**config.mk**
```make
export PLATFORM = sky130hd
export DESIGN_NAME = vpl_host_port
export DESIGN_NICKNAME = d
export VERILOG_FILES = /design/src/sv/vpl_pkg.sv /design/src/sv/vpl_host_port.sv
export SDC_FILE = /design/constraint.sdc
export NUM_CORES = 1
export LEC_CHECK = 0
export ABC_AREA = 1
export BUFFER_PORTS_ARGS = -buffer_cell sky130_fd_sc_hd__buf_4
export CAP_MARGIN = 20
export CORE_MARGIN = 3
export CORE_UTILIZATION = 53
export CTS_CLUSTER_SIZE = 30
export DETAILED_ROUTE_END_ITERATION = 8
export HOLD_SLACK_MARGIN = 0.05
export PLACE_DENSITY = 0.86
export SYNTH_ARGS = -nofsm -noshare
export SYNTH_HDL_FRONTEND = slang
export SYNTH_SLANG_ARGS = --single-unit
```
**constraint.sdc**
```tcl
create_clock -name clk -period 2.4 [get_ports clk]
set_input_delay 0.24 -clock clk [delete_from_list [all_inputs] [get_ports clk]]
set_output_delay 0.24 -clock clk [all_outputs]
set_load 0.01 [all_outputs]
```
**src/sv/vpl_pkg.sv**
```systemverilog
package vpl_pkg;

    localparam int unsigned ADDR_W     = 14;
    localparam int unsigned VRAM_DEPTH = 1 << ADDR_W;
    localparam int unsigned NUM_REGS   = 11;

    localparam logic [7:0] HEIGHT_SMALL  = 8'd192;
    localparam logic [7:0] HEIGHT_MEDIUM = 8'd224;
    localparam logic [7:0] HEIGHT_LARGE  = 8'd240;
    localparam logic [7:0] JUMP_FROM     = 8'd218;
    localparam logic [7:0] JUMP_TO       = 8'd213;

    typedef enum logic [2:0] {
        MODE_CTRL_WR   = 3'd0,
        MODE_DATA_WR   = 3'd1,
        MODE_DATA_RD   = 3'd2,
        MODE_STATUS_RD = 3'd3,
        MODE_VCOUNT_RD = 3'd4,
        MODE_LINE_TICK = 3'd5
    } mode_t;

    typedef enum logic [1:0] {
        CODE_VRAM_RD = 2'd0,
        CODE_VRAM_WR = 2'd1,
        CODE_REG_WR  = 2'd2,
        CODE_CRAM_WR = 2'd3
    } code_t;

    localparam logic [3:0] REG_MODE0 = 4'd0;
    localparam logic [3:0] REG_MODE1 = 4'd1;
    localparam logic [3:0] REG_LINE  = 4'd10;

    typedef struct packed {
        logic              rd_en;
        logic              wr_en;
        logic [ADDR_W-1:0] addr;
        logic [7:0]        wdata;
    } vram_req_t;

    typedef struct packed {
        logic [7:0] mode0;
        logic [7:0] mode1;
        logic [7:0] line_reload;
    } timing_cfg_t;

    typedef struct packed {
        logic       vblank_set;
        logic       frame_set;
        logic       line_int;
        logic       render_valid;
        logic [7:0] render_line;
    } tick_evt_t;

    typedef struct packed {
        logic [7:0] rdata;
        logic       frame_irq;
        logic       color_written;
        logic [4:0] color_index;
        logic [7:0] red;
        logic [7:0] green;
        logic [7:0] blue;
    } port_result_t;

    function automatic logic [7:0] chan_expand(input logic [1:0] c);
        return {c, c, c, c};
    endfunction

endpackage

```
**src/sv/vpl_host_port.sv**
```systemverilog
module vpl_host_port (
    input  logic                  clk,
    input  logic                  rst_n,
    input  logic                  accept,
    input  logic [2:0]            mode,
    input  logic [7:0]            wdata,
    input  vpl_pkg::tick_evt_t    evt,
    input  logic [7:0]            vcount,
    input  logic [7:0]            ram_q,
    output vpl_pkg::vram_req_t    req,
    output vpl_pkg::timing_cfg_t  cfg,
    output vpl_pkg::port_result_t res
);

    logic [7:0]  regs_reg [vpl_pkg::NUM_REGS];
    logic [15:0] cmd_reg;
    logic [15:0] cmd_next;
    logic        second_reg;
    logic        second_next;
    logic [7:0]  rb_reg;
    logic [7:0]  rb_next;
    logic        rb_ram_reg;
    logic        rb_ram_next;
    logic        vblank_reg;
    logic        vblank_next;
    logic        pending_reg;
    logic        pending_next;
    logic        reg_we;
    logic [3:0]  reg_idx;

    logic [vpl_pkg::ADDR_W-1:0] addr;
    logic [vpl_pkg::ADDR_W-1:0] ctrl_addr;
    logic [7:0]                 rb_eff;
    vpl_pkg::code_t             code;
    vpl_pkg::code_t             new_code;

    assign addr      = cmd_reg[vpl_pkg::ADDR_W-1:0];
    assign ctrl_addr = {wdata[5:0], cmd_reg[7:0]};
    assign code      = vpl_pkg::code_t'(cmd_reg[15:14]);
    assign new_code  = vpl_pkg::code_t'(wdata[7:6]);
    assign rb_eff    = rb_ram_reg ? ram_q : rb_reg;
    assign reg_idx   = wdata[3:0];

    always_comb
    begin
        cmd_next     = cmd_reg;
        second_next  = second_reg;
        rb_next      = rb_reg;
        rb_ram_next  = rb_ram_reg;
        vblank_next  = vblank_reg;
        pending_next = pending_reg;
        reg_we       = 1'b0;
        req          = '0;
        req.addr     = addr;
        req.wdata    = wdata;
        res          = '0;
        unique case (vpl_pkg::mode_t'(mode))
            vpl_pkg::MODE_CTRL_WR:
            begin
                if (!second_reg)
                begin
                    cmd_next[7:0] = wdata;
                    second_next   = 1'b1;
                end
                else
                begin
                    cmd_next[15:8] = wdata;
                    second_next    = 1'b0;
                    if (new_code == vpl_pkg::CODE_VRAM_RD)
                    begin
                        req.rd_en   = 1'b1;
                        req.addr    = ctrl_addr;
                        rb_ram_next = 1'b1;
                        cmd_next[vpl_pkg::ADDR_W-1:0] =
                            ctrl_addr + {{(vpl_pkg::ADDR_W-1){1'b0}}, 1'b1};
                    end
                    else if (new_code == vpl_pkg::CODE_REG_WR)
                    begin
                        if (reg_idx < 4'(vpl_pkg::NUM_REGS))
                        begin
                            reg_we = 1'b1;
                            if (reg_idx == vpl_pkg::REG_MODE1 && vblank_reg && cmd_reg[5])
                            begin
                                pending_next = 1'b1;
                            end
                        end
                    end
                end
            end
            vpl_pkg::MODE_DATA_WR:
            begin
                second_next = 1'b0;
                if (code == vpl_pkg::CODE_CRAM_WR)
                begin
                    res.color_written = 1'b1;
                    res.color_index   = addr[4:0];
                    res.red           = vpl_pkg::chan_expand(wdata[1:0]);
                    res.green         = vpl_pkg::chan_expand(wdata[3:2]);
                    res.blue          = vpl_pkg::chan_expand(wdata[5:4]);
                end
                else
                begin
                    req.wr_en = 1'b1;
                end
                rb_next     = wdata;
                rb_ram_next = 1'b0;
                cmd_next[vpl_pkg::ADDR_W-1:0] = addr + {{(vpl_pkg::ADDR_W-1){1'b0}}, 1'b1};
            end
            vpl_pkg::MODE_DATA_RD:
            begin
                second_next = 1'b0;
                res.rdata   = rb_eff;
                req.rd_en   = 1'b1;
                rb_ram_next = 1'b1;
                cmd_next[vpl_pkg::ADDR_W-1:0] = addr + {{(vpl_pkg::ADDR_W-1){1'b0}}, 1'b1};
            end
            vpl_pkg::MODE_STATUS_RD:
            begin
                res.rdata    = {vblank_reg, 7'd0};
                vblank_next  = 1'b0;
                pending_next = 1'b0;
                second_next  = 1'b0;
            end
            vpl_pkg::MODE_VCOUNT_RD:
            begin
                res.rdata = vcount;
            end
            vpl_pkg::MODE_LINE_TICK:
            begin
                if (evt.vblank_set)
                begin
                    vblank_next = 1'b1;
                end
                if (evt.frame_set)
                begin
                    pending_next = 1'b1;
                end
                res.frame_irq = pending_next;
            end
            default:
            begin
            end
        endcase
        if (!accept)
        begin
            req.rd_en = 1'b0;
            req.wr_en = 1'b0;
        end
    end

    always_ff @(posedge clk or negedge rst_n)
    begin
        if (!rst_n)
        begin
            cmd_reg     <= 16'd0;
            second_reg  <= 1'b0;
            rb_reg      <= 8'd0;
            rb_ram_reg  <= 1'b0;
            vblank_reg  <= 1'b0;
            pending_reg <= 1'b0;
            for (int i = 0; i < vpl_pkg::NUM_REGS; i++)
            begin
                regs_reg[i] <= 8'd0;
            end
        end
        else if (accept)
        begin
            cmd_reg     <= cmd_next;
            second_reg  <= second_next;
            rb_reg      <= rb_next;
            rb_ram_reg  <= rb_ram_next;
            vblank_reg  <= vblank_next;
            pending_reg <= pending_next;
            if (reg_we)
            begin
                regs_reg[reg_idx] <= cmd_reg[7:0];
            end
        end
    end

    assign cfg.mode0       = regs_reg[vpl_pkg::REG_MODE0];
    assign cfg.mode1       = regs_reg[vpl_pkg::REG_MODE1];
    assign cfg.line_reload = regs_reg[vpl_pkg::REG_LINE];

endmodule

```
==> results of run 1 <==
==> metrics by stage <==
step                worst slack [ns]  power, mW  utilization (%)  hold WS, ns
global placement              0.5427      1.801            66.81       0.3096
floorplan                     0.7267      1.549                -     -0.05559
detailed placement            0.4172      1.818            66.81       0.3211
CTS                           0.4387      2.360            68.59       0.1750
global route                  0.2970      2.500            68.59       0.1975
finish                        0.4152      2.361            68.59       0.1708
==> placed cells by master (no fill, tap or decap), drive strengths merged <==
| cell | n |
|---|---|
| dlygate4sd3 | 1 |
| nand3 | 30 |
| xnor2 | 1 |
| o31ai | 7 |
| o22ai | 5 |
| dfrtp | 52 |
| xor2 | 3 |
| a21boi | 1 |
| a21oi | 9 |
| nand2 | 138 |
| ha | 1 |
| nor2 | 55 |
| nor3 | 7 |
| buf | 119 |
| nand4 | 4 |
| o21ai | 57 |
| a211o | 1 |
| clkinv | 2 |
| clkbuf | 5 |
| inv | 44 |
| clkinvlp | 1 |
| nor4 | 1 |
| o21bai | 1 |
==> power groups by stage <==
stage / combinational [mW] / sequential, mW / clock (mW)
final: 0.711 / 1.10 / 0.548
after global routing: 0.796 / 1.12 / 0.583
after floorplan: 0.467 / 1.08 / 0
after global placement: 0.689 / 1.11 / 0
after detailed placement: 0.702 / 1.12 / 0
after CTS: 0.710 / 1.10 / 0.553
==> worst max-delay path, stage by stage, from the launching register on <==
cell     delay [ns]
dfrtp_1        0.39
inv_1          0.11
nor2_1         0.20
nand2_1        0.27
o21ai_0        0.29
buf_4          0.17
==> layout make-up <==
class / instances / share of cell area [%]
Inverter: 44 / 4.141
Clock inverter: 3 / 0.6699
Clock buffer: 5 / 1.675
Sequential cell: 52 / 31.67
Timing Repair Buffer: 120 / 21.99
Tap cell: 75 / 2.284
Multi-Input combinational cell: 321 / 37.58
==> Yosys cell counts, drive strengths merged <==
library cell / n / area [µm²]
nand2: 138 / 530.5
o21ai: 57 / 326.6
nor2: 55 / 216.5
dfrtp: 52 / 1301
inv: 43 / 166.4
buf: 38 / 300.3
nand3: 30 / 182.7
a21oi: 9 / 45.04
nor3: 7 / 56.31
o31ai: 7 / 52.55
o22ai: 5 / 31.28
clkbuf: 4 / 15.01
nand4: 4 / 25.02
xor2: 3 / 26.28
a211o: 1 / 8.760
a21boi: 1 / 7.510
clkinv: 1 / 3.750
ha: 1 / 12.51
nor4: 1 / 6.260
o21bai: 1 / 7.510
xnor2: 1 / 8.760
==> layer usage <==
metal | vias up | wire (µm) | track usage, % | share of wire, %
li1 | 1623 | - | - | -
met1 | 1544 | 3874 | 34.96 | 42
met2 | 171 | 4234 | 40.25 | 46
met3 | 18 | 872 | 4.563 | 9.5
met4 | 0 | 197 | 8.058 | 2.1
met5 | - | 0 | 0 | 0
==> final timing paths <==
check	from	end	slack, ns
worst max-delay path	second_reg	req[21]	0.42
worst min-delay path	evt[11]	vblank_reg	0.17
worst max register to register	cmd_reg[0]	cmd_reg[8]	0.56
worst min register to register	cfg[16]	cfg[16]	0.50
max in group asynchronous	rst_n	rb_reg[2]	1.47
min in group asynchronous	rst_n	cfg[19]	0.51
==> what timing repair did <==
item                                   4_1_cts  5_1_grt
resized for setup                            0        0
setup buffers                                0        0
hold buffers                                 1        0
endpoints found under the hold margin       52        0
==> cells by family (layout without fill, tap and decap cells) <==
logic type	count (synthesis)	count (layout)	synth area share [%]
fa+ha+maj	1	1	0.3756
xor+xnor	4	4	1.052
flops	52	52	39.07
simple gates	235	235	30.54
compound gates	81	81	14.39
buf+inv	86	172	14.57
==> results.json, run 1 <==
{
  "cts_buffer_depth": 2,
  "area_growth_syn_to_layout_pct": 23.37,
  "fin_nets": 587,
  "io_pins": 129,
  "period_minus_slack_ns": 1.985,
  "dr.pass1.iters": 4,
  "start_util_pct": 55.60,
  "min_path_type": "input pin to flip-flop",
  "dp_cells": 611,
  "wl_per_cell_um": 14.80,
  "ys_seq_area_share_pct": 39.07,
  "worst_pin_slew_ns": 0.6700,
  "final_layout_size_suffix_gt1_share_pct": 28.81,
  "io_buffers": 118,
  "p_per_area_nw_per_um2": 574.6,
  "synthCells": 459,
  "ys_warn_count": 0,
  "max_freq_mhz": 503.8,
  "ir_drop_mv": 0.3220,
  "grt_pass1_wl_um": 14920,
  "fin_area_um2": 4109,
  "netlist_area_um2": 3331,
  "sw_frac_of_total_pct": 37.31,
  "cts_tree": "yes",
  "cts_max_level": 2,
  "grt_pass1_vias": 3128,
  "clock_latency_ns": 0.32,
  "n_fill_cell": 512,
  "track_usage_pct": 25.27,
  "cts.sinks": 52,
  "n_antenna_cell": 0,
  "cp.required_ns": 2.16,
  "syn_avg_cell_area_um2": 7.256,
  "setup_violations": 0,
  "ys_types": 34,
  "multiInputGateArea_um2": 1544,
  "reg2reg_depth": 10,
  "vias_per_cell": 5.413,
  "fin_crit_sh_pct": 82.70,
  "rsz0062_at_grt": "false",
  "status": "finished clean",
  "die_x_um": 85.28,
  "rows": 28,
  "clkPwrFrac_pct": 23.2,
  "fin_tns_setup_ns": 0,
  "grt_max_degree": 53,
  "regArea_um2": 1301,
  "power.leakage_nw": 2.136,
  "finalNonFillerCells": 620,
  "largest_register_ff_count": 24,
  "power.switching_mw": 0.8808,
  "slew_violations": 0,
  "via_count": 3356,
  "core_area_um2": 5991,
  "clk_pin_slew_ns": 0.10,
  "hpwl_um": 6863,
  "drc": 0,
  "ys_ff_latch": 52,
  "p_seq_share_pct": 46.7,
  "clock_skew_ns": 0.004945,
  "drt-total-wl_um": 9178,
  "cap_violations": 0,
  "overflow": 0,
  "cts_buffers": 5,
  "routabilityCongestion": 0.8994,
  "syn_nets": 502,
  "intPower_mw": 1.480,
  "finalHoldViolations": 0,
  "drt_iter0_markers": 251,
  "root_buffer": "clkbuf_8",
  "power_frac_comb_pct": 30.1,
  "startpoint_type": "flip-flop",
  "antenna_found_initial": 0,
  "crit_fanout": 13,
  "die_y_um": 85.28,
  "die-area_um2": 7272,
  "setup.worst_path.class": "flip-flop to primary output",
  "place_area_um2": 4003,
  "arrival_ns": 1.74,
  "slew_headroom_pct": 54.99,
  "worstSetupEndpointType": "primary output",
  "ant_nets": 0,
  "hold_depth": 3
}
(Power assumes the default switching activity.)
==> inputs of run 2 (changes only) <==
--- a/config.mk
+++ b/config.mk
@@ -9,11 +9,11 @@
 export BUFFER_PORTS_ARGS = -buffer_cell sky130_fd_sc_hd__buf_4
 export CAP_MARGIN = 20
 export CORE_MARGIN = 3
-export CORE_UTILIZATION = 53
+export CORE_UTILIZATION = 49
 export CTS_CLUSTER_SIZE = 30
 export DETAILED_ROUTE_END_ITERATION = 8
 export HOLD_SLACK_MARGIN = 0.05
-export PLACE_DENSITY = 0.86
+export PLACE_DENSITY = 0.8
 export SYNTH_ARGS = -nofsm -noshare
 export SYNTH_HDL_FRONTEND = slang
 export SYNTH_SLANG_ARGS = --single-unit
==> constraint.sdc (replaced) <==
create_clock -name clk -period 1.88 [get_ports clk]
set_input_delay 0.188 -clock clk [delete_from_list [all_inputs] [get_ports clk]]
set_output_delay 0.188 -clock clk [all_outputs]
set_load 0.01 [all_outputs]
==> results.json, run 2 (synthesis gave the netlist of run 1 again) <==
{
  "status": "finished clean",
  "final_layout_size_suffix_gt1_share_pct": 31.06,
  "period_minus_slack_ns": 1.781,
  "die_x_um": 88.45,
  "n_antenna_cell": 0,
  "fin_nets": 599,
  "drt_iter0_markers": 214,
  "cts_max_level": 2,
  "overflow": 0,
  "wl_per_cell_um": 14.41,
  "largest_register_ff_count": 24,
  "cts_buffers": 5,
  "crit_fanout": 11,
  "fin_area_um2": 4212,
  "die-area_um2": 7823,
  "finalNonFillerCells": 634,
  "cts.sinks": 52,
  "cp_slowest_stage_delay_ns": 0.38,
  "ir_drop_mv": 0.2696,
  "critPathBufInv": 2,
  "drt-total-wl_um": 9133,
  "setup_violations": 0,
  "max_freq_mhz": 561.3,
  "clock_latency_ns": 0.31,
  "core_area_um2": 6459,
  "regArea_um2": 1301,
  "root_buffer": "clkbuf_8",
  "path_delay_family": "simple AND/OR/NAND/NOR gates",
  "fin_tns_setup_ns": 0,
  "cts_buffer_depth": 2,
  "track_usage_pct": 23.91,
  "rsz0062_at_grt": "true",
  "vias_per_cell": 5.285,
  "slowest_stage": "dfrtp_1",
  "p_per_area_nw_per_um2": 717.9,
  "n_fill_cell": 585,
  "dp_cells": 625,
  "slew_headroom_pct": 56.67,
  "dr.pass1.iters": 5,
  "drc": 0,
  "setup.worst_path.class": "flip-flop to primary output",
  "clock_skew_ns": 0.004533,
  "min_path_type": "input pin to flip-flop",
  "grt_pass1_wl_um": 14660,
  "hpwl_um": 7112,
  "worst_pin_slew_ns": 0.6499,
  "routabilityCongestion": 0.9468,
  "cts_tree": "yes",
  "cp.required_ns": 1.69,
  "ant_nets": 0,
  "startpoint_type": "flip-flop",
  "fin_crit_sh_pct": 94.76,
  "die_y_um": 88.45,
  "critPathMostFrequentCell": "nor2_1",
  "grt_pass1_vias": 3188,
  "area_growth_syn_to_layout_pct": 26.45,
  "finalHoldViolations": 0,
  "clk_pin_slew_ns": 0.10,
  "io_pins": 129,
  "holdWs_ns": 0.1447,
  "place_area_um2": 4095,
  "place_ws_ns": 0.2394,
  "slew_violations": 0,
  "rows": 29,
  "worst_slack_ns": 0.09854,
  "cp_cell_sequence": "nand2_1 -> nor2_1 -> inv_1 -> nor2_1 -> buf_4",
  "power.leakage_nw": 2.193,
  "r2r_slack_ns": 0.20,
  "cap_violations": 0,
  "via_count": 3351,
  "grt_max_degree": 53,
  "final_cell_mix": "134 x nand2_1, 131 x buf_4, 52 x dfrtp_1",
  "start_util_pct": 51.57,
  "final_common_cell": "nand2_1",
  "antenna_found_initial": 0,
  "io_buffers": 118,
  "worstSetupEndpointType": "primary output",
  "arrival_ns": 1.59,
  "multiInputGateArea_um2": 1554
}
==> run 2: changes by cell type in the layout (fill, tap and decap cells not counted) <==
cell,previous run,this run
nand2_1,135,134
nor2_2,1,4
nor2_1,53,50
buf_4,119,131
nand2_2,2,3
==> run 2: cell type report <==
class                   instances  share of cell area [%]
clock buffers                   5                   1.634
clock inverters                 3                  0.6536
inverters                      44                   4.040
multi-input cells             321                   36.90
flip-flops and latches         52                   30.90
well taps                      77                   2.288
repair buffers                132                   23.59
==> run 2: per-layer routing <==
layer | vias up | share of wire, % | track usage [%]
met5 | - | 0 | 0
met2 | 134 | 48 | 39.84
met3 | 20 | 6.9 | 3.724
met4 | 0 | 2.6 | 8.791
li1 | 1641 | - | -
met1 | 1556 | 43 | 31.54
==> run 2: path summary, 6_finish.rpt <==
| check | from | cells past startpoint | to |
|---|---|---|---|
| setup / recovery | cmd_reg[14] | 5 | res[18] |
| setup reg to reg | cmd_reg[0] | 10 | cmd_reg[8] |
| hold reg to reg | pending_reg | 2 | pending_reg |
| max in group asynchronous | rst_n | 2 | cmd_reg[5] |
| min in group asynchronous | rst_n | 2 | cfg[16] |
| hold / removal | evt[11] | 3 | vblank_reg |
==> run 2: where the power goes <==
group	leakage (nW)	switching, mW	total, mW	internal, mW
clock	0.0463	0.407	0.681	0.274
combinational	1.46	0.546	0.933	0.386
sequential	0.682	0.155	1.41	1.25
==> run 2: tightest hold or removal path, delay by kind of cell <==
kind	cells	cell delay, ns
AO/OA/AOI/OAI	1	0.07
buffers and inverters	1	0.11
AND/OR/NAND/NOR	1	0.05
==> run 2: through the flow <==
stage	util, %	power [mW]
floorplan	-	1.978
global placement	63.41	2.333
detailed placement	63.41	2.354
CTS	65.05	3.026
global route	65.21	3.214
finish	65.21	3.024
==> run 2: timing repair <==
action / 4_1_cts / 5_1_grt
setup endpoints to repair: 0 / 31
hold buffers: 1 / 0
gates resized for setup: 0 / 4
setup buffers: 0 / 0
endpoints found under the hold margin: 52 / 0
==> inputs of run 3 (changes only) <==
--- a/config.mk
+++ b/config.mk
@@ -6,7 +6,7 @@
 export NUM_CORES = 1
 export LEC_CHECK = 0
 export ABC_AREA = 1
-export BUFFER_PORTS_ARGS = -buffer_cell sky130_fd_sc_hd__buf_4
+export BUFFER_PORTS_ARGS = -buffer_cell sky130_fd_sc_hd__buf_2
 export CAP_MARGIN = 20
 export CORE_MARGIN = 3
 export CORE_UTILIZATION = 49
==> results.json, run 3 (synthesis gave the netlist of run 1 again) <==
{
  "status": "finished clean",
  "die-area_um2": 7823,
  "clock_skew_ns": 0.004567,
  "hpwl_um": 7111,
  "cap_violations": 0,
  "io_buffers": 118,
  "multiInputGateArea_um2": 1549,
  "holdWs_ns": 0.1513,
  "fin_nets": 601,
  "grt_pass1_wl_um": 14900,
  "fin_area_um2": 3923,
  "core_area_um2": 6459,
  "drt-total-wl_um": 9243,
  "rows": 29,
  "n_antenna_cell": 0,
  "finalHoldViolations": 0,
  "post_cts_buffers": 0,
  "grt_max_degree": 53,
  "n_fill_cell": 627,
  "crit_fanout": 11,
  "setup.worst_path.class": "flip-flop to primary output",
  "io_pins": 129,
  "rsz0062_at_grt": "true",
  "p_per_area_nw_per_um2": 746.7,
  "vias_per_cell": 5.340,
  "cts_buffer_depth": 2,
  "arrival_ns": 1.57,
  "setup_violations": 0,
  "final_common_cell": "nand2_1",
  "power.leakage_nw": 2.161,
  "fin_tns_setup_ns": 0,
  "ir_drop_mv": 0.3577,
  "worst_pin_slew_ns": 0.6724,
  "clk_pin_slew_ns": 0.09,
  "place_area_um2": 3815,
  "overflow": 0,
  "wl_per_cell_um": 14.53,
  "largest_register_ff_count": 24,
  "cts.sinks": 52,
  "slew_headroom_pct": 55.17,
  "fin_util_pct": 60.73,
  "die_y_um": 88.45,
  "root_buffer": "clkbuf_8",
  "startpoint_type": "flip-flop",
  "max_freq_mhz": 569.1,
  "worstSetupEndpointType": "primary output",
  "cts_buffers": 5,
  "start_util_pct": 51.57,
  "via_count": 3396,
  "drt_iter0_markers": 181,
  "cts_max_level": 2,
  "routabilityCongestion": 0.8914,
  "slew_violations": 0,
  "min_path_type": "input pin to flip-flop",
  "final_layout_size_suffix_gt1_share_pct": 31.48,
  "period_minus_slack_ns": 1.757,
  "fin_crit_sh_pct": 93.46,
  "area_growth_syn_to_layout_pct": 17.77,
  "total_power_mw": 2.929,
  "clock_latency_ns": 0.31,
  "cp.required_ns": 1.69,
  "ant_nets": 0,
  "track_usage_pct": 24.38,
  "grt_pass1_vias": 3241,
  "die_x_um": 88.45,
  "drc": 0,
  "regArea_um2": 1304,
  "antenna_found_initial": 0,
  "final_cell_mix": "134 x nand2_1, 118 x buf_2, 52 x nor2_1",
  "cts_tree": "yes",
  "dr.pass1.iters": 5
}
-- run 3: changes by cell type in the layout (fill, tap and decap cells not counted), moves of 2 or more --
cell and delta:
dfrtp_2 +2, nor2_2 -2, buf_2 +118, nor2_1 +2, dfrtp_1 -2, buf_4 -116
-- run 3: repair_timing --
action,in CTS,in global routing
setup endpoints to repair,0,9
endpoints found under the hold margin,52,0
hold buffers,1,0
gates resized for setup,0,5
-- run 3: final timing paths --
| check | endpoint | slack (ns) | from | cells past startpoint |
|---|---|---|---|---|
| hold / removal | vblank_reg | 0.15 | evt[11] | 3 |
| setup reg to reg | cmd_reg[10] | 0.25 | cmd_reg[0] | 9 |
| setup / recovery | res[4] | 0.12 | cmd_reg[14] | 5 |
| min in group asynchronous | cfg[16] | 0.52 | rst_n | 3 |
| hold reg to reg | cfg[12] | 0.49 | cfg[12] | 2 |
| max in group asynchronous | cmd_reg[1] | 0.89 | rst_n | 3 |
-- run 3: cell type report --
cell class | count | area share [%]
Clock buffer | 5 | 1.754
Inverter | 44 | 4.338
Multi-Input combinational cell | 321 | 39.49
Timing Repair Buffer | 134 | 18.18
Tap cell | 77 | 2.456
Sequential cell | 52 | 33.24
Clock inverter | 3 | 0.5423
-- run 3: routing by layer --
metal  share of wire [%]  GRT usage (%)
met3                 7.4          2.886
met2                  49          41.60
met4                 2.1          9.615
met5                   0              0
met1                  42          31.60
-- run 3: critical path: stages, from the launching register on --
cell	delay, ns
dfrtp_1	0.38
nand2_1	0.06
nor2_1	0.15
inv_1	0.22
nor2_1	0.26
buf_2	0.18
-- run 3: stage by stage --
step,cells,setup WS (ns)
after floorplan,459,0.3107
after global placement,627,0.2471
after detailed placement,627,0.2340
after CTS,636,0.02322
after global routing,636,-0.003824
final,636,0.1230
-- run 3: report_power, final --
| group | switching, mW | internal, mW | leakage [nW] |
|---|---|---|---|
| sequential | 0.158 | 1.26 | 0.680 |
| combinational | 0.547 | 0.313 | 1.44 |
| clock | 0.389 | 0.265 | 0.0445 |
| total | 1.09 | 1.83 | 2.16 |
